[src/hdl/kces_pkg.sv]
`default_nettype none
// ============================================================================
// kces_pkg: shared types and constants of the keypad code entry scanner
// Holds the phase enum, the state and result records, the key map and the
// register indexes used by the scanner top level and its step logic.
// ============================================================================
package kces_pkg;

   // Number of keys collected into one code.
   localparam int CODE_DIGITS = 4;

   localparam int SETTLE_W = 10;
   localparam int HOLD_W   = 20;
   localparam int ROWS_W   = 4;
   localparam int KEY_W    = 4;
   localparam int CODE_W   = 16;
   localparam int DIGIT_W  = 3;

   // Configuration register indexes.
   localparam logic CSR_SETTLE = 1'b0;
   localparam logic CSR_HOLD   = 1'b1;

   // Register values after reset.
   localparam logic [SETTLE_W-1:0] SETTLE_RESET = SETTLE_W'(20);
   localparam logic [HOLD_W-1:0]   HOLD_RESET   = HOLD_W'(100000);

   localparam logic [DIGIT_W:0] DIGITS_LAST = (DIGIT_W + 1)'(CODE_DIGITS);

   typedef enum logic [1:0] {
      PH_SCAN,
      PH_SCAN_HOLD,
      PH_REL,
      PH_REL_HOLD
   } phase_type;

   typedef struct packed {
      phase_type           phase;
      logic [1:0]          column_index;
      logic [HOLD_W-1:0]   delay_count;
      logic                found_valid;
      logic [KEY_W-1:0]    found_key;
      logic                seen_pressed;
      logic [DIGIT_W-1:0]  digit_count;
      logic [CODE_W-1:0]   code_shift;
   } state_type;

   typedef struct packed {
      logic [2:0]          column_drive;
      logic                key_event;
      logic [KEY_W-1:0]    key_code;
      logic                code_ready;
      logic [CODE_W-1:0]   code_value;
   } result_type;

   // Lowest index among the pressed rows; the bottom row when only it or no row is set.
   function automatic logic [1:0] lowest_row(input logic [ROWS_W-1:0] rows);
      logic [1:0] row;
      priority if (rows[0]) row = 2'd0;
      else if (rows[1])     row = 2'd1;
      else if (rows[2])     row = 2'd2;
      else                  row = 2'd3;
      return row;
   endfunction

   // Key code under a column and a row (10 is star, 11 is pound).
   function automatic logic [KEY_W-1:0] key_map(input logic [1:0] col,
                                                input logic [1:0] row);
      logic [KEY_W-1:0] key;
      unique case ({col, row})
         4'b00_00: key = 4'd1;
         4'b00_01: key = 4'd4;
         4'b00_10: key = 4'd7;
         4'b00_11: key = 4'd10;
         4'b01_00: key = 4'd2;
         4'b01_01: key = 4'd5;
         4'b01_10: key = 4'd8;
         4'b01_11: key = 4'd0;
         4'b10_00: key = 4'd3;
         4'b10_01: key = 4'd6;
         4'b10_10: key = 4'd9;
         4'b10_11: key = 4'd11;
         default:  key = 4'd0;
      endcase
      return key;
   endfunction

endpackage
`default_nettype wire

[src/hdl/kces_step.sv]
`default_nettype none
// ============================================================================
// kces_step: next-state and result logic for one scanner tick
// Takes the current state, the sensed rows and the timing registers and
// produces the state after the tick together with the tick's result.
// ============================================================================
module kces_step (
   input  kces_pkg::state_type                   state_cur,
   input  logic [kces_pkg::ROWS_W-1:0]           row_lines,
   input  logic [kces_pkg::SETTLE_W-1:0]         settle_ticks,
   input  logic [kces_pkg::HOLD_W-1:0]           hold_ticks,
   output kces_pkg::state_type                   state_nxt,
   output kces_pkg::result_type                  result
);
   import kces_pkg::*;

   logic [1:0]        col;
   logic              last_col;
   logic              settle_done;
   logic              hold_done;
   logic              rows_any;
   logic              rel_pressed;
   logic              code_full;
   logic [HOLD_W-1:0] delay_inc;
   logic [KEY_W-1:0]  sampled_key;
   phase_type         phase_nxt;

   // An out-of-range column index is treated as the left column.
   assign col         = (state_cur.column_index > 2'd2) ? 2'd0 : state_cur.column_index;
   assign last_col    = (col == 2'd2);
   assign settle_done = (state_cur.delay_count >= {{(HOLD_W-SETTLE_W){1'b0}}, settle_ticks});
   assign hold_done   = (state_cur.delay_count >= hold_ticks);
   assign rows_any    = (row_lines != '0);
   assign rel_pressed = state_cur.seen_pressed | rows_any;
   assign code_full   = (({1'b0, state_cur.digit_count} + (DIGIT_W + 1)'(1)) >= DIGITS_LAST);
   assign delay_inc   = state_cur.delay_count + HOLD_W'(1);
   assign sampled_key = key_map(col, lowest_row(row_lines));

   // Phase sequencing.
   always_comb begin
      phase_nxt = state_cur.phase;
      unique case (state_cur.phase)
         PH_SCAN: begin
            if (settle_done && last_col) phase_nxt = PH_SCAN_HOLD;
         end
         PH_SCAN_HOLD: begin
            if (hold_done) phase_nxt = state_cur.found_valid ? PH_REL : PH_SCAN;
         end
         PH_REL: begin
            if (last_col && !rel_pressed) phase_nxt = PH_REL_HOLD;
         end
         PH_REL_HOLD: begin
            if (hold_done) phase_nxt = PH_SCAN;
         end
         default: phase_nxt = PH_SCAN;
      endcase
   end

   // Counters, key capture and code collection.
   always_comb begin
      state_nxt             = state_cur;
      state_nxt.phase       = phase_nxt;
      result                = '0;
      result.column_drive   = 3'b001 << col;
      unique case (state_cur.phase)
         PH_SCAN: begin
            if (!settle_done) begin
               state_nxt.delay_count = delay_inc;
            end else begin
               if (rows_any) begin
                  state_nxt.found_key   = sampled_key;
                  state_nxt.found_valid = 1'b1;
               end
               state_nxt.delay_count  = '0;
               state_nxt.column_index = last_col ? 2'd0 : col + 2'd1;
            end
         end
         PH_SCAN_HOLD: begin
            if (!hold_done) begin
               state_nxt.delay_count = delay_inc;
            end else begin
               state_nxt.delay_count  = '0;
               state_nxt.column_index = 2'd0;
               if (state_cur.found_valid) begin
                  result.key_event       = 1'b1;
                  result.key_code        = state_cur.found_key;
                  state_nxt.code_shift   = {state_cur.code_shift[CODE_W-KEY_W-1:0],
                                            state_cur.found_key};
                  state_nxt.found_valid  = 1'b0;
                  state_nxt.seen_pressed = 1'b0;
               end
            end
         end
         PH_REL: begin
            if (last_col) begin
               state_nxt.column_index = 2'd0;
               state_nxt.seen_pressed = 1'b0;
               if (!rel_pressed) state_nxt.delay_count = '0;
            end else begin
               state_nxt.column_index = col + 2'd1;
               state_nxt.seen_pressed = rel_pressed;
            end
         end
         PH_REL_HOLD: begin
            if (!hold_done) begin
               state_nxt.delay_count = delay_inc;
            end else begin
               state_nxt.delay_count  = '0;
               state_nxt.column_index = 2'd0;
               if (code_full) begin
                  result.code_ready     = 1'b1;
                  result.code_value     = state_cur.code_shift;
                  state_nxt.code_shift  = '0;
                  state_nxt.digit_count = '0;
               end else begin
                  state_nxt.digit_count = state_cur.digit_count + DIGIT_W'(1);
               end
            end
         end
         default: state_nxt = state_cur;
      endcase
   end

endmodule
`default_nettype wire

[src/hdl/keypad_code_entry_scanner.sv]
`default_nettype none
// ============================================================================
// keypad_code_entry_scanner: 3x4 keypad scanner and code collector
// Drives the keypad columns, samples the rows and packs four keys into a code.
// ============================================================================
// Usage. Each transfer on the req_ channel is one timebase tick and carries the
// row lines sensed under the column that was being driven during that tick.
// Every accepted tick produces exactly one transfer on the rsp_ channel with
// the column drive for that tick, a key event with its code, and a finished
// code when the fourth key's release hold ends. The result appears in the cycle
// after the tick is accepted, from an output register.
// Throughput is one tick per clock: req_tready stays high while the output
// register is empty or being emptied in the same cycle, so a new tick can
// follow every cycle. When the receiver holds rsp_tready low, the output
// register keeps its result and req_tready drops until it is taken.
// The csr_ channel writes settle_ticks (index 0) and hold_ticks (index 1);
// it is always ready and a write takes effect at the next tick. Reset clears
// the scan state to the left column in the scan phase and loads the default
// timing values (20 settle ticks, 100000 hold ticks).
// ============================================================================
module keypad_code_entry_scanner (
   input  logic        clock,
   input  logic        reset,
   // Tick input. tdata: [3:0] row_lines, [7:4] zero.
   input  logic        req_tvalid,
   output logic        req_tready,
   input  logic [7:0]  req_tdata,
   // Tick result. tdata: [2:0] column_drive, [6:3] key_code,
   // [22:7] code_value, [23] zero.
   output logic        rsp_tvalid,
   input  logic        rsp_tready,
   output logic [23:0] rsp_tdata,
   // tuser: [0] key_event, [1] code_ready.
   output logic [1:0]  rsp_tuser,
   // Register writes.
   input  logic        csr_valid,
   output logic        csr_ready,
   input  logic        csr_index,
   input  logic [19:0] csr_data
);
   import kces_pkg::*;

   state_type             state_ff;
   state_type             state_in;
   result_type            result_in;
   result_type            result_ff;
   logic                  rsp_valid_ff;
   logic [SETTLE_W-1:0]   settle_ff;
   logic [HOLD_W-1:0]     hold_ff;
   logic                  req_accept;
   logic                  csr_accept;

   // The output register may be refilled in the same cycle it is drained.
   assign req_tready = !rsp_valid_ff || rsp_tready;
   assign req_accept = req_tvalid && req_tready;
   assign csr_ready  = 1'b1;
   assign csr_accept = csr_valid && csr_ready;

   kces_step u_step (
      .state_cur    (state_ff),
      .row_lines    (req_tdata[ROWS_W-1:0]),
      .settle_ticks (settle_ff),
      .hold_ticks   (hold_ff),
      .state_nxt    (state_in),
      .result       (result_in)
   );

   // Timing registers.
   always_ff @(posedge clock) begin
      if (reset) begin
         settle_ff <= SETTLE_RESET;
         hold_ff   <= HOLD_RESET;
      end else if (csr_accept) begin
         unique case (csr_index)
            CSR_SETTLE: settle_ff <= csr_data[SETTLE_W-1:0];
            CSR_HOLD:   hold_ff   <= csr_data[HOLD_W-1:0];
            default:    hold_ff   <= hold_ff;
         endcase
      end
   end

   // Scanner state advances once per accepted tick.
   always_ff @(posedge clock) begin
      if (reset) begin
         state_ff <= '{phase: PH_SCAN, default: '0};
      end else if (req_accept) begin
         state_ff <= state_in;
      end
   end

   // Output register.
   always_ff @(posedge clock) begin
      if (reset) begin
         rsp_valid_ff <= 1'b0;
      end else if (req_accept) begin
         rsp_valid_ff <= 1'b1;
      end else if (rsp_tready) begin
         rsp_valid_ff <= 1'b0;
      end
   end

   always_ff @(posedge clock) begin
      if (req_accept) begin
         result_ff <= result_in;
      end
   end

   assign rsp_tvalid = rsp_valid_ff;
   assign rsp_tdata  = {1'b0, result_ff.code_value, result_ff.key_code,
                        result_ff.column_drive};
   assign rsp_tuser  = {result_ff.code_ready, result_ff.key_event};

endmodule
`default_nettype wire

[config.mk]
export PLATFORM = sky130hd
export DESIGN_NAME = keypad_code_entry_scanner
export DESIGN_NICKNAME = d
export VERILOG_FILES = /design/src/hdl/kces_pkg.sv /design/src/hdl/kces_step.sv /design/src/hdl/keypad_code_entry_scanner.sv
export SDC_FILE = /design/constraint.sdc
export NUM_CORES = 1
export LEC_CHECK = 0
export BUFFER_PORTS_ARGS = -buffer_cell sky130_fd_sc_hd__buf_2
export CELL_PAD_IN_SITES_DETAIL_PLACEMENT = 1
export CELL_PAD_IN_SITES_GLOBAL_PLACEMENT = 2
export CORE_UTILIZATION = 39
export DETAILED_ROUTE_END_ITERATION = 6
export PLACE_DENSITY = 0.83
export SLEW_MARGIN = 20
export SYNTH_ARGS = -nofsm -noshare
export SYNTH_HDL_FRONTEND = slang
export SYNTH_SLANG_ARGS = --single-unit
export TNS_END_PERCENT = 50
[constraint.sdc]
create_clock -name clock -period 7 [get_ports clock]
set_input_delay 0.35 -clock clock [delete_from_list [all_inputs] [get_ports clock]]
set_output_delay 0.35 -clock clock [all_outputs]
set_load 0.02 [all_outputs]
==> metrics.md, run 1 <==
| Metric | Value |
|---|---|
| Cell taking the most area after synthesis | dfxtp_1 |
| Via density | 5.12 |
| Vias in the first global route | 4,168 |
| Layout cell share with drive strength beyond 1 | 16.7% |
| Die height | 119 um |
| Final setup viols | 0 |
| Initial Utilization | 40.1% |
| Post-synth EDFFs | 25 |
| Worst vdd ir | 0.159 mV |
| Pre-antenna DRT Iters | 4 |
| Postcts setup bufs | 0 |
| Fmax | 339 MHz |
| Reg clk slew, reported paths | 70 ps |
| DR vias | 4,069 |
| Ys async rst share | 0% |
| Pwr/cell area | 211 nW/um2 |
| Worst Tran Pin Value | 942 ps |
| CTS Hold Bufs | 0 |
| Unrepaired setup endpoints after global routing | no |
| Post-DP HPWL | 8.54 mm |
| Final Hold Viols | 0 |
| Die area | 14,100 um2 |
| Antenna viol nets, final | 0 |
| Syn nets | 645 |
| Syn_area_per_cell | 9.30 um2 |
| Outcome | complete, no violations |
| Sink Count | 105 |
| Synth warnings | 0 |
| Synth Flop Type | dfxtp_1 |
| Final Cycle Share | 42.1% |
| Finished Cell Area | 6030 um2 |
| Sequential-to-total area share from yosys stat | 44.1% |
| Core area | 13,300 um2 |
| Max cap viols | 0 |
| Placed Area | 5720 um2 |
| Synth top area cells | dfxtp_1, edfxtp_1, ha_1, nand2_1, a21oi_1 |
| Post-Syn Area | 5330 um2 |
| Worst setup EP type | flop |
| Clk buf depth | 2 |
| Clock skew | 9.19 ps |
| P_leak | 2.30 nW |
| H-tree Lvls | 3 |
| Commonest non-fill, non-tap cell in the layout | dfxtp_1 |
| Yosys reg bits | 105 |
| Critical Path RT | 7230 ps |
| Yosys cell types | 57 |
| Setup TNS | 0 ps |
| TritonCTS Buffers | 9 |
| First-pass GRT wire length | 20.2 mm |
| Crit path kind | flop to flop |
| Die Wd | 119 um |
| Arr. time, crit path | 3180 ps |
| Ant diodes | 0 |
| Overall routing resource usage | 18.0% |
| Skew-Pair Late Insertion Delay | 360 ps |
| Post-CTS resize count | 0 |
| Max-slew violation count | 0 |
| Rel. slew slack | 37.2% |
| Startpoint Class | flop |
| Row count | 42 |
| Critical-path maximum fanout | 17 |
| Iteration-0 DRC Markers | 200 |
| Largest net degree at the start of global routing | 91 |
| Input/output buffers | 56 |
| Share of the synthesized area in the top cell type | 30.0% |
| Area Overhead vs Synth | 13.2% |
| DRC | 0 |
| Final net count | 685 |
| Top-Level Pins | 63 |
| Root buf cell | clkbuf_16 |
| Final min period | 2950 ps |
| CTS tree | done |
| WL/cell | 15.0 um |
| Final wirelength | 11.9 mm |
| Final Wtd Congestion | 0.769 |
| Grt ovf | 0 |
| Hold Path Class | primary input to flop |
| Post-Syn Instances | 573 |
| Commonest non-fill, non-tap cells in the layout | dfxtp_1, nand2_1, buf_2 |
| Initial antenna violation count | 0 |
[registers in the layout (all words and copies together), names as in the netlist, named ones only]
signal,count
state_ff,48
rsp_tdata,23
hold_ff,20
settle_ff,10
rsp_tuser,2
rsp_tvalid,1
[metal layers]
layer / track usage [%] / vias up / wire length [um]
li1: - / 2070 / -
met1: 21.5 / 1925 / 5490
met2: 31.7 / 60 / 5900
met3: 3.59 / 14 / 327
met4: 6.65 / 0 / 191
met5: 0 / - / 0
[Yosys cell counts (2+ instances only)]
cell type and instances:
or2_2 4, nand3b_1 7, inv_1 52, conb_1 2, nor4_2 3, buf_1 2, o21ai_0 8, nand2_1 79
nand2b_1 20, a211oi_1 17, clkbuf_1 23, edfxtp_1 25, nor4_4 4, dfxtp_1 80, o22ai_1 11, nor2b_1 8
ha_1 38, and3_1 4, nor4_1 4, and2_1 17, xor2_1 4, a2bb2oi_1 2, o211ai_1 4, mux2i_1 6
nor2_1 23, nand3_1 8, o32ai_1 9, buf_4 3, buf_2 2, nor4b_1 2, nor3_1 10, a211oi_2 7
a21oi_1 42, a211o_1 2, xnor2_1 12, nand4_1 8
[stage by stage]
stage	util (%)	setup slack, ps	std cells	hold WS (ps)	total power [W]
final	45.4	4050	794	196	0.00127
after global routing	45.4	3750	794	213	0.00132
after CTS	45.3	3800	794	185	0.00129
after detailed placement	43.0	3710	778	449	0.000758
after global placement	43.0	3800	778	445	0.000752
after floorplan	-	4360	573	436	0.000724
[cell families (layout without fill, tap and decap cells)]
group | count (synthesis) | count (layout) | synth area share (%)
DFF | 105 | 105 | 44.1
xor gates and xnor gates | 16 | 16 | 2.63
adders and majority gates | 38 | 38 | 8.92
AOI/OAI and AO/OA | 111 | 111 | 14.7
other | 2 | 2 | 0.141
and+or+nand+nor | 210 | 210 | 21.6
muxes | 8 | 8 | 1.55
buffers and inverters | 83 | 128 | 6.31
[where the power goes]
part	internal [W]	leakage [nW]	switching, W	total (W)
logic	0.0000338	1.25	0.0000642	0.0000981
clock network	0.000285	0.150	0.000245	0.000531
registers	0.000636	0.895	0.00000729	0.000644
total	0.000956	2.30	0.000317	0.00127
[cell type report]
cell class / instances / area (um2)
Clock inverter: 6 / 76.3
Multi-Input combinational cell: 385 / 2650
Tap cell: 176 / 220
Clock buffer: 10 / 229
Inverter: 52 / 195
Fill cell: 1554 / 7260
Timing Repair Buffer: 60 / 310
Sequential cell: 105 / 2350
[worst max-delay path: stages, from the launching register on]
cell and delay, ps:
dfxtp_1 380, ha_1 320, nand4_1 110, or3_1 480, nand2b_1 200, and3_1 300
a211oi_2 780, and2_1 240
[path summary, 6_finish.rpt]
path                                    from  cells past startpoint             to  slack, ps
worst min register to register  settle_ff[9]                      2   settle_ff[9]        460
worst min-delay path            csr_data[16]                      3    hold_ff[16]        200
worst max register to register  state_ff[42]                      7  rsp_tdata[21]       4050
worst max-delay path            state_ff[42]                      7  rsp_tdata[21]       4050
(Power assumes the default switching activity.)
==> run 2, diff against run 1 <==
Settings changed: CORE_UTILIZATION 39 to 36, PLACE_DENSITY 0.83 to 0.78.
Clock period 7 ns to 3.03 ns, I/O delays scaled along.
==> metrics.md, run 2 (synthesized netlist as in run 1, its figures left out) <==
| Metric | Value |
|---|---|
| Area Overhead vs Synth | 14.6% |
| Pre-antenna DRT Iters | 4 (unchanged) |
| Critical Path RT | 3280 ps (-3950 ps) |
| TritonCTS Buffers | 9 (unchanged) |
| Die area | 15,300 um2 (+8.2%) |
| Ant diodes | 0 (unchanged) |
| Commonest non-fill, non-tap cell in the layout | dfxtp_1 |
| Skew-Pair Late Insertion Delay | 360 ps (about the same) |
| Overall routing resource usage | 17.0% (-0.95 points) |
| H-tree Lvls | 3 (unchanged) |
| Vias in the first global route | 4,138 (-0.72%) |
| Final net count | 693 (+1.2%) |
| Biggest register | state_ff |
| Die Wd | 124 um (+4.0%) |
| DRC | 0 (unchanged) |
| Crit path kind | flop to flop |
| Met2 usage | 29.4% (-2.3 points) |
| Clock skew | 7.18 ps (-2.01 ps) |
| Sink Count | 105 (unchanged) |
| Commonest non-fill, non-tap cells in the layout | dfxtp_1, nand2_1, buf_2 |
| Worst setup EP type | flop |
| Clk buf depth | 2 (unchanged) |
| Initial Utilization | 36.8% (-3.3 points) |
| CTS Hold Bufs | 4 (+4) |
| Worst Tran Pin Value | 826 ps (-115 ps) |
| Placed Area | 5770 um2 (+0.92%) |
| Row count | 44 (+4.8%) |
| Unrepaired setup endpoints after global routing | no |
| Max-slew violation count | 0 (unchanged) |
| Final Wtd Congestion | 0.716 (-6.9%) |
| Hold Path Class | primary input to flop |
| DR vias | 4,139 (+1.7%) |
| Core area | 14,500 um2 (+8.9%) |
| Grt ovf | 0 (unchanged) |
| Setup TNS | 0 ps (unchanged) |
| Startpoint Class | flop |
| Final Hold Viols | 0 (unchanged) |
| Top-Level Pins | 63 (unchanged) |
| Iteration-0 DRC Markers | 158 (-21%) |
| GR met3 Demand/Resource | 3.02% (-0.57 points) |
| P_leak | 2.34 nW (+1.7%) |
| Antenna viol nets, final | 0 (unchanged) |
| Initial antenna violation count | 0 (unchanged) |
| Critical-path maximum fanout | 5 (-12) |
| Arr. time, crit path | 2930 ps (-250 ps) |
| Hold Crit Depth | 3 (unchanged) |
| FF-to-FF path depth | 7 (unchanged) |
| Postcts setup bufs | 0 (unchanged) |
| Final setup viols | 0 (unchanged) |
| CTS tree | done |
| Final Cycle Share | 88.2% (+46 points) |
| Via density | 5.11 (-0.29%) |
| Reg clk slew, reported paths | 80 ps (about the same) |
| Post-DP HPWL | 8.75 mm (+2.4%) |
| Root buf cell | clkbuf_16 |
| Final min period | 2670 ps (-275 ps) |
| Post-CTS resize count | 0 (unchanged) |
| Die height | 124 um (+4.0%) |
| Worst vdd ir | 0.245 mV (+54%) |
| Finished Cell Area | 6110 um2 (+1.2%) |
| Final wirelength | 12.1 mm (+1.4%) |
| Layout cell share with drive strength beyond 1 | 17.1% (+0.43 points) |
| Max cap viols | 0 (unchanged) |
| Number of flip-flops in the largest register | 48 (unchanged) |
| Fmax | 374 MHz (+10%) |
| First-pass GRT wire length | 20.0 mm (-0.89%) |
| WL/cell | 14.9 um (-0.58%) |
| Input/output buffers | 56 (unchanged) |
| Total power | 0.00290 W (+130%) |
| M1 GR Usage | 20.7% (-0.76 points) |
| Busiest grt layer | met2 |
| Rel. slew slack | 44.8% (+7.6 points) |
| Largest net degree at the start of global routing | 54 (-41%) |
| Pwr/cell area | 474 nW/um2 (+120%) |
| Outcome | complete, no violations |
[run 2: cell types whose count changed in the layout (fill, tap and decap cells not counted), sizes merged]
cell	change
clkbuf	-1
buf	+4
bufinv	-1
clkinv	+3
inv	-1
dlygate4sd3	+4
[run 2: critical path, stage by stage (launching register included)]
cell and delay [ps]:
dfxtp_1 370, ha_1 330, nand4_1 120, or3_1 470, nand2b_1 210, and3_1 270
a2111oi_4 450, mux2_1 360
[run 2: report_power, final]
group,leakage (nW),total (W),switching [W],internal (W)
registers,0.895,0.00149,0.0000173,0.00147
logic,1.30,0.000235,0.000150,0.0000844
clock network,0.147,0.00118,0.000593,0.000583
total,2.34,0.00290,0.000761,0.00214
[run 2: area by class of cell]
| cell class | instances | area (um2) |
|---|---|---|
| multi-input cells | 385 | 2640 |
| inverters | 52 | 195 |
| repair buffers | 68 | 393 |
| well taps | 184 | 230 |
| flip-flops and latches | 105 | 2350 |
| fillers | 1672 | 8370 |
| clock inverters | 7 | 70.1 |
| clock buffers | 9 | 225 |
[run 2: worst paths after layout]
kind	slack (ps)	startpoint	to
setup reg to reg	360	state_ff[42]	state_ff[16]
hold / removal	5	csr_data[15]	hold_ff[15]
setup / recovery	360	state_ff[42]	state_ff[16]
hold reg to reg	460	settle_ff[9]	settle_ff[9]
[run 2: metrics by stage]
step | hold WS (ps) | util (%) | cells | worst slack [ps]
floorplan | 269 | - | 573 | 395
global placement | 358 | 39.9 | 790 | 425
detailed placement | 373 | 39.9 | 790 | 348
CTS | 2.12 | 42.2 | 810 | 341
global route | 19.7 | 42.2 | 810 | 260
finish | 4.99 | 42.2 | 810 | 357
[run 2: layer usage]
metal / up-vias / part of all wire, %
met2: 60 / 50
met4: 0 / 1.7
met5: - / 0
met3: 15 / 3.0
met1: 1978 / 46
li1: 2086 / -
==> run 3, diff against run 2 <==
Settings changed: BUFFER_PORTS_ARGS -buffer_cell sky130_fd_sc_hd__buf_2 to -buffer_cell sky130_fd_sc_hd__buf_4.
==> metrics.md, run 3 (synthesized netlist as in run 1, its figures left out) <==
| Metric | Value |
|---|---|
| Outcome | complete, no violations |
| Reg clk slew, reported paths | 80 ps (about the same) |
| Initial antenna violation count | 0 (unchanged) |
| Ant diodes | 0 (unchanged) |
| Setup TNS | 0 ps (unchanged) |
| Hold Crit Start | csr_data[16] |
| Worst Tran Pin Value | 936 ps (+109 ps) |
| Final net count | 689 (-0.58%) |
| Clk buf depth | 2 (unchanged) |
| Top-Level Pins | 63 (unchanged) |
| Pwr/cell area | 466 nW/um2 (-1.9%) |
| Root buf cell | clkbuf_16 |
| Critical-path maximum fanout | 5 (unchanged) |
| Hold EP | hold_ff[16] |
| First-pass GRT wire length | 20.7 mm (+3.4%) |
| Via density | 5.14 (+0.59%) |
| Placed cells | 790 (unchanged) |
| Post-CTS resize count | 0 (unchanged) |
| Number of flip-flops in the largest register | 48 (unchanged) |
| Area Overhead vs Synth | 16.0% |
| DRC | 0 (unchanged) |
| Commonest non-fill, non-tap cell in the layout | dfxtp_1 |
| Grt ovf | 0 (unchanged) |
| Final setup viols | 0 (unchanged) |
| P_leak | 2.35 nW (+0.58%) |
| Final Hold Viols | 0 (unchanged) |
| Placed Area | 5900 um2 (+2.2%) |
| Filler cell count | 1,682 (+0.60%) |
| Max cap viols | 0 (unchanged) |
| Row count | 44 (unchanged) |
| CTS Hold Bufs | 0 (-4) |
| Finished Cell Area | 6180 um2 (+1.2%) |
| Hold Path Class | primary input to flop |
| Pre-antenna DRT Iters | 4 (unchanged) |
| Die area | 15,300 um2 (unchanged) |
| Largest net degree at the start of global routing | 91 (+69%) |
| R2R Setup Slk | 330 ps (-30 ps) |
| WL/cell | 15.4 um (+2.9%) |
| Arr. time, crit path | 2940 ps (about the same) |
| Hold Crit Depth | 3 (unchanged) |
| Rel. slew slack | 37.6% (-7.2 points) |
| Fin cells | 806 (-0.49%) |
| Layout cell share with drive strength beyond 1 | 17.0% (-0.051 points) |
| Die Wd | 124 um (unchanged) |
| Initial Utilization | 36.8% (unchanged) |
| TritonCTS Buffers | 9 (unchanged) |
| FF-to-FF path depth | 7 (unchanged) |
| Reg area | 2350 um2 (unchanged) |
| Input/output buffers | 56 (unchanged) |
| Area of the multi-input gates | 2640 um2 (unchanged) |
| Worst reg2reg endpoint | state_ff[16] |
| Core area | 14,500 um2 (unchanged) |
| CTS tree | done |
| Unrepaired setup endpoints after global routing | no |
| DP Worst Slack | 317 ps (-31.2 ps) |
| Post-DP HPWL | 8.81 mm (+0.70%) |
| Final Wtd Congestion | 0.744 (+3.8%) |
| Sink Count | 105 (unchanged) |
| Postcts setup bufs | 0 (unchanged) |
| Startpoint Class | flop |
| Final Cycle Share | 89.2% (+0.98 points) |
| Hold Slack | 12.7 ps (+7.72 ps) |
| Max-slew violation count | 0 (unchanged) |
| Clock skew | 4.82 ps (-2.36 ps) |
| Critical Path RT | 3270 ps (about the same) |
| Final wirelength | 12.4 mm (+2.4%) |
| Overall routing resource usage | 17.3% (+0.27 points) |
| Worst setup EP type | flop |
| DR vias | 4,143 (+0.097%) |
| Final WS setup | 327 ps (-29.7 ps) |
| H-tree Lvls | 3 (unchanged) |
| Commonest non-fill, non-tap cells in the layout | dfxtp_1, nand2_1, buf_4 |
| Antenna viol nets, final | 0 (unchanged) |
| Skew-Pair Late Insertion Delay | 350 ps (about the same) |
| FF-to-FF Start | state_ff[42] |
| Die height | 124 um (unchanged) |
| Biggest register | state_ff |
| Worst vdd ir | 0.254 mV (+3.6%) |
| Final min period | 2700 ps (+29.7 ps) |
| Vias in the first global route | 4,251 (+2.7%) |
| Iteration-0 DRC Markers | 127 (-20%) |
| Crit path kind | flop to flop |
| Fmax | 370 MHz (-1.1%) |
==> run 3: worst max path at each step <==
stage            startpoint      endpoint  slack [ps]  cells past startpoint
6_report       state_ff[42]  state_ff[16]         330                      7
5_1_grt        state_ff[42]  state_ff[16]         210                      7
4_1_cts        state_ff[42]  state_ff[16]         310                      7
3_5_place_dp   state_ff[42]  state_ff[16]         320                      7
3_3_place_gp   state_ff[42]  state_ff[16]         420                      7
2_1_floorplan    rsp_tvalid  state_ff[40]         390                      7
==> run 3: final cells by class <==
type / instances / area share [%]
Clock buffer: 9 / 3.64
Clock inverter: 7 / 0.931
Sequential cell: 105 / 38.0
Multi-Input combinational cell: 385 / 42.7
Inverter: 52 / 3.16
Tap cell: 184 / 3.72
Timing Repair Buffer: 64 / 7.77
==> run 3: report_power, final <==
part,switching [W],internal [W]
clock,0.000567,0.000574
sequential,0.0000185,0.00147
combinational,0.000150,0.0000991
total,0.000736,0.00214
==> run 3: critical path, cell delays in order, from the launching register on <==
cell and delay [ps]:
dfxtp_1 370, ha_1 340, nand4_1 130, or3_1 470, nand2b_1 190, and3_1 270, a2111oi_4 470, mux2_1 360
==> run 3: metal layers <==
metal / routed length (um) / track usage, %
met1: 5720 / 21.3
met2: 6150 / 30.7
met3: 350 / 3.25
met4: 155 / 4.59
met5: 0 / 0
==> run 3: metrics by stage <==
stage / util [%] / total power, W
detailed placement: 40.8 / 0.00177
global route: 42.7 / 0.00301
CTS: 42.7 / 0.00293
global placement: 40.8 / 0.00176
floorplan: - / 0.00167
finish: 42.7 / 0.00288
